### config.mk
export PLATFORM = sky130hd
export DESIGN_NAME = annexb_nal_splitter_keyframe_unit
export DESIGN_NICKNAME = d
export VERILOG_FILES = /design/src/hdl/nalsplit_pkg.sv /design/src/hdl/annexb_nal_splitter_keyframe_unit.sv /design/src/hdl/nalsplit_front.sv /design/src/hdl/nalsplit_queue.sv /design/src/hdl/nalsplit_back.sv
export SDC_FILE = /design/constraint.sdc
export NUM_CORES = 1
export LEC_CHECK = 0
export BUFFER_PORTS_ARGS = -buffer_cell sky130_fd_sc_hd__buf_2
export CORE_ASPECT_RATIO = 2
export CORE_MARGIN = 5
export CORE_UTILIZATION = 50
export CTS_CLUSTER_SIZE = 16
export DETAILED_ROUTE_END_ITERATION = 6
export GPL_ROUTABILITY_DRIVEN = 0
export GPL_TIMING_DRIVEN = 0
export PLACE_DENSITY = 0.67
export SYNTH_ARGS = -nofsm -noshare
export SYNTH_HDL_FRONTEND = slang
export SYNTH_SLANG_ARGS = --single-unit
### constraint.sdc
create_clock -name aclk -period 11.1 [get_ports aclk]
set_input_delay 0.555 -clock aclk [delete_from_list [all_inputs] [get_ports aclk]]
set_output_delay 0.555 -clock aclk [all_outputs]
set_load 0.01 [all_outputs]
### src/hdl/nalsplit_pkg.sv
`timescale 1ns / 1ps

package nalsplit_pkg;

    localparam int LEN_WIDTH   = 24;
    localparam int MIN_NAL_LEN = 2;
    localparam int QUEUE_DEPTH = 2;
    localparam int QPTR_WIDTH  = (QUEUE_DEPTH > 1) ? $clog2(QUEUE_DEPTH) : 1;
    localparam int QCNT_WIDTH  = $clog2(QUEUE_DEPTH + 1);

    localparam logic [LEN_WIDTH-1:0] POS_MAX = {LEN_WIDTH{1'b1}};

    localparam logic [7:0] START_CODE_LAST = 8'h01;

    localparam logic [4:0] H264_IDR = 5'd5;
    localparam logic [4:0] H264_SPS = 5'd7;
    localparam logic [4:0] H264_PPS = 5'd8;
    localparam logic [5:0] H265_IRAP_FIRST = 6'd19;
    localparam logic [5:0] H265_IRAP_LAST  = 6'd21;
    localparam logic [5:0] H265_VPS = 6'd32;
    localparam logic [5:0] H265_SPS = 6'd33;

    localparam logic [LEN_WIDTH-1:0] SHORT_AU_LAST_POS = LEN_WIDTH'(5);

    typedef struct packed {
        logic [7:0] data_byte;
        logic       au_last;
    } nalsplit_in_t;

    typedef struct packed {
        logic                 nal_valid;
        logic [LEN_WIDTH-1:0] nal_offset;
        logic [LEN_WIDTH-1:0] nal_length;
        logic [7:0]           nal_header;
        logic [4:0]           type_h264;
        logic [5:0]           type_h265;
        logic                 au_end;
        logic                 au_keyframe;
    } nalsplit_out_t;

    // Classified byte handed from the front end to the back end.
    typedef struct packed {
        logic [7:0]         data_byte;
        logic               au_last;
        logic               start;
        logic [LEN_WIDTH-1:0] pos;
        logic [LEN_WIDTH-1:0] pos_inc;
        logic [LEN_WIDTH:0] end_pos;
        logic               long_au;
    } nalsplit_evt_t;

    function automatic logic [4:0] h264_type(input logic [7:0] hdr);
        h264_type = hdr[4:0];
    endfunction

    function automatic logic [5:0] h265_type(input logic [7:0] hdr);
        h265_type = hdr[6:1];
    endfunction

    function automatic logic is_key_header(input logic [7:0] hdr);
        logic [4:0] t4;
        logic [5:0] t5;
        t4 = h264_type(hdr);
        t5 = h265_type(hdr);
        is_key_header = (t4 == H264_IDR) || (t4 == H264_SPS) || (t4 == H264_PPS)
            || (t5 == H265_VPS) || (t5 == H265_SPS)
            || ((t5 >= H265_IRAP_FIRST) && (t5 <= H265_IRAP_LAST));
    endfunction

endpackage

### src/hdl/annexb_nal_splitter_keyframe_unit.sv
`timescale 1ns / 1ps

// Channel   Direction  Payload          Handshake
// s_        in         nalsplit_in_t    s_valid / s_ready
// m_        out        nalsplit_out_t   m_valid / m_ready
//
// One byte is taken per cycle while s_ready is high; each byte's classified event is written into
// the queue, and its result is registered in the output register when the back end pops it.
// The front end classifies start codes and tracks the byte position, and a two-entry
// queue feeds the back end, which tracks the open NAL unit and holds the output register.
// Reset is synchronous and active low and clears all control state.
// While a result waits with m_ready low, the queue fills up to its two entries and s_ready drops.

module annexb_nal_splitter_keyframe_unit import nalsplit_pkg::*; (
    input  logic          aclk,
    input  logic          aresetn,
    input  logic          s_valid,
    output logic          s_ready,
    input  nalsplit_in_t  s_data,
    output logic          m_valid,
    input  logic          m_ready,
    output nalsplit_out_t m_data
);

    nalsplit_evt_t front_evt;
    nalsplit_evt_t back_evt;
    logic          queue_full;
    logic          queue_not_empty;
    logic          queue_pop;

    assign s_ready = !queue_full;

    nalsplit_front u_front (
        .aclk     (aclk),
        .aresetn  (aresetn),
        .in_valid (s_valid),
        .in_data  (s_data),
        .accept   (s_ready),
        .evt      (front_evt)
    );

    nalsplit_queue u_queue (
        .aclk      (aclk),
        .aresetn   (aresetn),
        .push      (s_valid),
        .push_data (front_evt),
        .full      (queue_full),
        .pop       (queue_pop),
        .not_empty (queue_not_empty),
        .pop_data  (back_evt)
    );

    nalsplit_back u_back (
        .aclk      (aclk),
        .aresetn   (aresetn),
        .evt_valid (queue_not_empty),
        .evt       (back_evt),
        .evt_pop   (queue_pop),
        .out_valid (m_valid),
        .out_data  (m_data),
        .out_ready (m_ready)
    );

endmodule

### src/hdl/nalsplit_front.sv
`timescale 1ns / 1ps

module nalsplit_front import nalsplit_pkg::*; (
    input  logic          aclk,
    input  logic          aresetn,
    input  logic          in_valid,
    input  nalsplit_in_t  in_data,
    input  logic          accept,
    output nalsplit_evt_t evt
);

    logic [23:0]          hist_reg;
    logic [23:0]          hist_next;
    logic [LEN_WIDTH-1:0] pos_reg;
    logic [LEN_WIDTH-1:0] pos_next;
    logic [LEN_WIDTH-1:0] pos_inc;
    logic                 start;
    logic                 four;

    assign pos_inc = (pos_reg == POS_MAX) ? pos_reg : pos_reg + LEN_WIDTH'(1);
    assign start   = (pos_reg >= LEN_WIDTH'(2)) && (hist_reg[15:0] == 16'h0000)
                     && (in_data.data_byte == START_CODE_LAST);
    assign four    = start && (pos_reg >= LEN_WIDTH'(3)) && (hist_reg[23:16] == 8'h00);

    always_comb begin
        evt.data_byte = in_data.data_byte;
        evt.au_last   = in_data.au_last;
        evt.start     = start;
        evt.pos       = pos_reg;
        evt.pos_inc   = pos_inc;
        evt.long_au   = pos_reg >= SHORT_AU_LAST_POS;
        if (start && four) begin
            evt.end_pos = {1'b0, pos_reg} - (LEN_WIDTH+1)'(3);
        end else if (start) begin
            evt.end_pos = {1'b0, pos_reg} - (LEN_WIDTH+1)'(2);
        end else begin
            evt.end_pos = {1'b0, pos_reg} + (LEN_WIDTH+1)'(1);
        end
    end

    always_comb begin
        hist_next = hist_reg;
        pos_next  = pos_reg;
        if (in_valid && accept) begin
            if (in_data.au_last) begin
                hist_next = '0;
                pos_next  = '0;
            end else begin
                hist_next = {hist_reg[15:0], in_data.data_byte};
                pos_next  = pos_inc;
            end
        end
    end

    always_ff @(posedge aclk) begin
        if (!aresetn) begin
            hist_reg <= '0;
            pos_reg  <= '0;
        end else begin
            hist_reg <= hist_next;
            pos_reg  <= pos_next;
        end
    end

endmodule

### src/hdl/nalsplit_queue.sv
`timescale 1ns / 1ps

module nalsplit_queue import nalsplit_pkg::*; (
    input  logic          aclk,
    input  logic          aresetn,
    input  logic          push,
    input  nalsplit_evt_t push_data,
    output logic          full,
    input  logic          pop,
    output logic          not_empty,
    output nalsplit_evt_t pop_data
);

    nalsplit_evt_t         slot_reg [QUEUE_DEPTH];
    logic [QPTR_WIDTH-1:0] wr_ptr_reg;
    logic [QPTR_WIDTH-1:0] wr_ptr_next;
    logic [QPTR_WIDTH-1:0] rd_ptr_reg;
    logic [QPTR_WIDTH-1:0] rd_ptr_next;
    logic [QCNT_WIDTH-1:0] count_reg;
    logic [QCNT_WIDTH-1:0] count_next;
    logic                  do_push;
    logic                  do_pop;

    assign full      = count_reg == QCNT_WIDTH'(QUEUE_DEPTH);
    assign not_empty = count_reg != '0;
    assign do_push   = push && !full;
    assign do_pop    = pop && not_empty;
    assign pop_data  = slot_reg[rd_ptr_reg];

    always_comb begin
        wr_ptr_next = wr_ptr_reg;
        rd_ptr_next = rd_ptr_reg;
        count_next  = count_reg;
        if (do_push) begin
            wr_ptr_next = (wr_ptr_reg == QPTR_WIDTH'(QUEUE_DEPTH - 1)) ? '0
                          : wr_ptr_reg + QPTR_WIDTH'(1);
        end
        if (do_pop) begin
            rd_ptr_next = (rd_ptr_reg == QPTR_WIDTH'(QUEUE_DEPTH - 1)) ? '0
                          : rd_ptr_reg + QPTR_WIDTH'(1);
        end
        if (do_push && !do_pop) begin
            count_next = count_reg + QCNT_WIDTH'(1);
        end else if (do_pop && !do_push) begin
            count_next = count_reg - QCNT_WIDTH'(1);
        end
    end

    always_ff @(posedge aclk) begin
        if (do_push) begin
            slot_reg[wr_ptr_reg] <= push_data;
        end
    end

    always_ff @(posedge aclk) begin
        if (!aresetn) begin
            wr_ptr_reg <= '0;
            rd_ptr_reg <= '0;
            count_reg  <= '0;
        end else begin
            wr_ptr_reg <= wr_ptr_next;
            rd_ptr_reg <= rd_ptr_next;
            count_reg  <= count_next;
        end
    end

endmodule

### src/hdl/nalsplit_back.sv
`timescale 1ns / 1ps

module nalsplit_back import nalsplit_pkg::*; (
    input  logic          aclk,
    input  logic          aresetn,
    input  logic          evt_valid,
    input  nalsplit_evt_t evt,
    output logic          evt_pop,
    output logic          out_valid,
    output nalsplit_out_t out_data,
    input  logic          out_ready
);

    logic                 inside_reg;
    logic                 inside_next;
    logic [LEN_WIDTH-1:0] nal_start_reg;
    logic [LEN_WIDTH-1:0] nal_start_next;
    logic [7:0]           header_reg;
    logic [7:0]           header_next;
    logic                 key_seen_reg;
    logic                 key_seen_next;
    logic                 out_valid_reg;
    logic                 out_valid_next;
    nalsplit_out_t        out_data_reg;
    nalsplit_out_t        out_data_next;

    logic                 closing;
    logic [LEN_WIDTH:0]   diff;
    logic [LEN_WIDTH-1:0] len;
    logic [7:0]           hdr_now;
    logic                 emit;
    logic                 key_now;

    assign evt_pop   = evt_valid && !(out_valid_reg && !out_ready);
    assign out_valid = out_valid_reg;
    assign out_data  = out_data_reg;

    assign hdr_now = (inside_reg && (evt.pos == nal_start_reg)) ? evt.data_byte : header_reg;
    assign closing = inside_reg && (evt.start || evt.au_last);
    assign diff    = (evt.end_pos > {1'b0, nal_start_reg})
                     ? evt.end_pos - {1'b0, nal_start_reg} : '0;
    assign len     = diff[LEN_WIDTH] ? POS_MAX : diff[LEN_WIDTH-1:0];
    assign emit    = closing && (len >= LEN_WIDTH'(MIN_NAL_LEN));
    assign key_now = key_seen_reg || (emit && is_key_header(hdr_now));

    always_comb begin
        inside_next    = inside_reg;
        nal_start_next = nal_start_reg;
        header_next    = header_reg;
        key_seen_next  = key_seen_reg;
        out_valid_next = out_valid_reg;
        out_data_next  = out_data_reg;
        if (evt_pop) begin
            out_valid_next = emit || evt.au_last;
            out_data_next  = '0;
            if (emit) begin
                out_data_next.nal_valid  = 1'b1;
                out_data_next.nal_offset = nal_start_reg;
                out_data_next.nal_length = len;
                out_data_next.nal_header = hdr_now;
                out_data_next.type_h264  = h264_type(hdr_now);
                out_data_next.type_h265  = h265_type(hdr_now);
            end
            if (evt.au_last) begin
                out_data_next.au_end      = 1'b1;
                out_data_next.au_keyframe = key_now && evt.long_au;
                inside_next    = 1'b0;
                nal_start_next = '0;
                header_next    = '0;
                key_seen_next  = 1'b0;
            end else begin
                header_next   = hdr_now;
                key_seen_next = key_now;
                if (evt.start) begin
                    inside_next    = 1'b1;
                    nal_start_next = evt.pos_inc;
                end else if (closing) begin
                    inside_next = 1'b0;
                end
            end
        end else if (out_ready) begin
            out_valid_next = 1'b0;
        end
    end

    always_ff @(posedge aclk) begin
        out_data_reg <= out_data_next;
    end

    always_ff @(posedge aclk) begin
        if (!aresetn) begin
            inside_reg    <= 1'b0;
            nal_start_reg <= '0;
            header_reg    <= '0;
            key_seen_reg  <= 1'b0;
            out_valid_reg <= 1'b0;
        end else begin
            inside_reg    <= inside_next;
            nal_start_reg <= nal_start_next;
            header_reg    <= header_next;
            key_seen_reg  <= key_seen_next;
            out_valid_reg <= out_valid_next;
        end
    end

endmodule
* Word level (Yosys, flattened, before mapping)
Memory sizes are Yosys's and may differ from the RTL's. A register that Yosys moved wholly into a read port is not among the register bits. Cells that the tools add are included.
Storage, ports and cells: memories 1, word-level logic and storage cells 110, RAM bits 168, bits in registers 157
Cells by class: reduce and logical (&&, ||, !) cells 39, $add $sub $neg 9, mux-type cells 27, equality and inequality tests 9, magnitude comparators 7
Memories:
- u_queue.slot_reg | depth 2, bits a word 84, read ports 1, clocked after memory_dff 1, wr ports 1, line nalsplit_queue.sv:14 | nalsplit_evt_t slot_reg [QUEUE_DEPTH];
Operators by type and width (count):
- $mux W24 | 6
- $mux W25 | 3
- $ge A24 B2 Y1 const B | 3
- $mux W68 | 1
- $sub A24 B2 Y25 const B | 2
- $add A24 B1 Y25 const B | 1
- $gt A25 B24 Y1 | 1
- $sub A25 B24 Y25 | 1
- $add A24 B1 Y24 const B | 1
- $eq A24 B24 Y1 | 1
- $eq A24 B24 Y1 const B | 1
- $ge A24 B3 Y1 const B | 1
- $logic_and A1 B1 Y1 | 17
- $logic_not A16 Y1 | 1
- $mux W8 | 2
- $eq A6 B6 Y1 const B | 2
- $mux W1 | 12
- $eq A5 B3 Y1 const B | 2
- $eq A8 B1 Y1 const B | 1
- $logic_not A8 Y1 | 1
- $logic_or A1 B1 Y1 | 8
- $reduce_bool A2 Y1 | 4
- $ge A6 B5 Y1 const B | 1
- $le A6 B5 Y1 const B | 1
- other kinds (9) | 17

* Logic depth before layout (Yosys ltp)
word-level depth 13, depth in mapped cells 21, mapped depth without buffers 13

* Cells and area by module
From an unflattened synthesis, not the netlist that was laid out.
Unflattened totals: cell total of the unflattened synthesis 1427, area, all modules 15935.3 µm²
Modules (own cells, without submodules):
- nalsplit_queue | instances 1, area an instance 6312.3 µm², cells an instance 286
- nalsplit_back | instances 1, area an instance 5789.3 µm², cells an instance 609
- nalsplit_front | instances 1, area an instance 3829.9 µm², cells an instance 531
- annexb_nal_splitter_keyframe_unit | instances 1, area an instance 3.8 µm², cells an instance 1

* Worst setup path before layout
No wires, ideal clock.
path type reg-to-reg, start register with a tool-made name, end register u_back.out_data_reg, in the netlist u_back.out_data[19] (data pin), required time 10.830 ns, buffers on the path 9, arrival 5.111 ns, setup slack 5.720 ns, cell stages (with the launch flop) 21, path through dfxtp_1 buf_2 buf_2 clkbuf_1 clkbuf_1 buf_1 clkbuf_1 mux2_2 ha_1 buf_2 a21oi_1 o21ai_0 a211oi_1 o311ai_0 xor2_1 a2111oi_0 nand4b_1 nor3_1 buf_2 buf_4 nor3_1
RTL lines:
- end signal, assigned | line nalsplit_back.sv:87 | out_data_reg <= out_data_next;
- end, declared | line nalsplit_back.sv:24 | nalsplit_out_t out_data_reg;

==> run_results.csv <==
group,metric,value,unit
critical_path,arrival,8.00,ns
power,vdd_ir_drop_max,0.118,mV
critical_path,cp_num_cells,20,
grt,grt_pass1_wl,64600,um
finish,area_growth,12.8,%
drt,drt_wl_total,43000,um
synthesis,synthTopCellsByArea,"edfxtp_1 44%, dfxtp_1 11%, mux2_2 4.2%",
critical_path,crit_top_cell,"clkbuf_1",
sta,hold_viol_final,0,
finish,final_cell_mix,"227 x edfxtp_1, 92 x buf_2, 88 x dfxtp_1",
grt,overflow,0,
placement,place_area,0.0167,mm2
grt,antenna_found_initial,0,
floorplan,design.die.area,0.0350,mm2
floorplan,ios,85,
synthesis,yosysSeqAreaShare,55.0,%
drt,drt-pass1-iter-count,5,
sta,clock_skew,0.0163,ns
finish,stdcell_area,0.0176,mm2
clock_network,clk_pin_slew_worst_paths,0.07,ns
clock_network,postCtsResizedCells,0,
critical_path,critPathMaxFanout,10,
sta,fmax,129,MHz
min_path,hold_depth,1,
synthesis,synth_top_family_by_area,"simple AND/OR/NAND/NOR gates",
placement,dp_hpwl,33000,um
synthesis,post-synth-top-area-cell,"edfxtp_1",
critical_path,path_buf_inv,9,
run_status,outcome,"finished, final reports clean",
critical_path,max_stage_delay,0.61,ns
floorplan,chipHeight,260,um
grt,first_global_vias,11497,
floorplan,coreArea,0.0309,mm2
drt,antenna_left,0,
clock_network,numCtsBuffers,28,
sta,period_share,69.7,%
synthesis,ys.flop_type,"edfxtp_1",
synthesis,synth-seq-cells,315,
clock_network,h-tree-depth,1,
critical_path,required,11.36,ns
synthesis,synth_mux_area_share,6.70,%
drt,vias_per_cell,5.84,
clock_network,postCtsSetupBuffers,0,
finish,multiInputGateArea,0.00623,mm2
critical_path,critPathKind,"reg -> reg",
synthesis,syn_area,0.0156,mm2
finish,final_util,57.0,%
sta,slew_viol_final,0,
synthesis,synth_top_area_share,43.7,%
synthesis,synthAdderAreaFrac,2.86,%
synthesis,synth_edf_count,227,
synthesis,synth_nets,1409,
drt,vias,11200,
synthesis,synth_compound_area_share,11.6,%
min_path,hold_path_class,"in -> reg",
power,p_per_area,225,mW/mm2
critical_path,rr_worst_depth,20,
sta,tightestPinTransition,1.14,ns
synthesis,synthSimpleGateAreaFrac,14.1,%
critical_path,cp-end-kind,"flip-flop",
clock_network,cts_max_path_buffers,3,
finish,fin_nets,1527,
critical_path,critical_path.cell_chain,"buf_2 > buf_2 > clkbuf_1 > clkbuf_1 > buf_1 > clkbuf_1 > mux2_2 > ha_1 > clkbuf_1 > a21oi_1 > o21ai_0 > a211oi_1 > o21ai_0 > a41oi_1 > xnor2_1 > nand4b_1 > nor3_1 > buf_2 > buf_4 > nor3_1",
synthesis,ys_async_sr_fraction,0,%
floorplan,initial_core_util,50.5,%
clock_network,cts_tree,"yes",
synthesis,synth.avg_cell_area,11.5,um2
critical_path,cp_slowest_cell,"buf_1",
critical_path,start_kind,"flip-flop",
finish,mostFrequentLayoutCell,"edfxtp_1",
synthesis,synth-xor-area-share,4.66,%
floorplan,fp.dieW,135,um
sta,fin_crit,7.74,ns
synthesis,ys_warn_count,0,
sta,rsz0062_at_grt,"false",
clock_network,hold_buffers,0,
drt,avgRoutedWirePerCell,22.4,um
sta,tns,0,ns
clock_network,root_buffer,"clkbuf_16",
finish,layout-drive-gt1-share,17.6,%
grt,track_usage,24.4,%
finish,antenna_cells,0,
floorplan,num_rows,91,
critical_path,crit_family,"buffers and inverters",
placement,portBuffers,83,
clock_network,clk_latency,0.56,ns
sta,finalSetupViolCount,0,
job,maxCapViolCount,0,
synthesis,syn-instance-count,1361,
power,p_leak,6.24,nW
grt,grt_max_degree,48,
finish,ff_latch_area,0.00858,mm2
sta,relSlewSlack,24.3,%
drt,drcViolationCount,0,
clock_network,numClockSinks,315,
synthesis,ys_types,78,
drt,drt_first_iter_violations,661,
finish,largest_reg_flops,168,
finish,fill_cells,2618,
## logic make-up (layout without fill, tap and decap cells)
family	after synthesis	in the layout
xor+xnor	83	83
compound gates	257	257
simple gates	411	411
fa+ha+maj	35	35
buf+inv	163	303
mux	97	97
flops	315	315
## cells in the mapped netlist (4+ instances only)
library cell    n
nand2_1        79
buf_4          19
or3_1           6
a31oi_1        17
nor2_1         63
a21o_1          7
o21a_1          4
nand3_1        29
xnor2_1        60
dfxtp_1        88
nor4_1         21
buf_6          11
a21boi_0       26
and2_1         11
nor2b_1        43
a22oi_1        37
buf_2           9
nor3_1         69
xor2_1         23
o22ai_1         8
nand4_1        21
clkbuf_1       64
a21oi_1        60
edfxtp_1      227
mux2_2         58
o21ai_0        29
a211oi_1       17
inv_1          51
buf_1           5
o211ai_1        5
o221a_2        13
ha_1           34
nor3b_1         5
mux2i_1        39
nand3b_1       28
o31ai_1         4
and3_1         11
## worst paths after layout
path	from	to	slack (ns)
hold / removal	s_data[7]	u_queue.slot_reg[0][82]	0.21
setup reg to reg	flip-flop	u_back.out_data[49]	3.36
setup / recovery	flip-flop	u_back.out_data[49]	3.36
hold reg to reg	u_front.pos_reg[11]	u_queue.slot_reg[0][61]	0.46
## layer usage
metal | track usage (%) | up-vias | routed length (um)
met5 | 0 | - | 0
met1 | 23.2 | 5368 | 14500
li1 | - | 5277 | -
met2 | 47.7 | 386 | 23700
met4 | 16.2 | 0 | 3270
met3 | 2.50 | 169 | 1570
## final cells by class
| cell class | count | area share, % |
|---|---|---|
| sequential | 315 | 48.8 |
| multi-input combinational | 883 | 35.4 |
| clock buffer | 37 | 4.47 |
| buffer | 110 | 3.35 |
| timing repair buffer | 88 | 3.02 |
| tap | 418 | 2.97 |
| inverter | 53 | 1.13 |
| clock inverter | 15 | 0.818 |
## per-stage QoR
stage / hold WS (ns) / power (W) / worst slack [ns] / cells
after global placement: 0.434 / 0.00296 / 3.56 / 1862
after detailed placement: 0.439 / 0.00298 / 3.53 / 1867
after global routing: 0.193 / 0.00413 / 2.97 / 1919
after floorplan: 0.424 / 0.00250 / 5.72 / 1361
final: 0.212 / 0.00395 / 3.36 / 1919
after CTS: 0.190 / 0.00396 / 3.51 / 1919
## worst reg2reg max path, cell delays in order, from the launching register on
cell and delay, ns:
dfxtp_1 0.32, buf_2 0.39, buf_2 0.47, clkbuf_1 0.41
clkbuf_1 0.53, buf_1 0.61, clkbuf_1 0.51, mux2_2 0.41
ha_1 0.27, clkbuf_1 0.22, a21oi_1 0.40, o21ai_0 0.16
a211oi_1 0.53, o21ai_0 0.31, a41oi_1 0.51, xnor2_1 0.20
nand4b_1 0.19, nor3_1 0.27, buf_2 0.35, buf_4 0.27
nor3_1 0.09
## power by group
| part | leakage (nW) | switching, W | internal, W |
|---|---|---|---|
| Sequential | 2.91 | 0.0000707 | 0.00151 |
| Combinational | 2.88 | 0.000897 | 0.000502 |
| Clock | 0.450 | 0.000431 | 0.000547 |
| Total | 6.24 | 0.00140 | 0.00255 |
No activity file was read; power rests on OpenSTA's default activity.
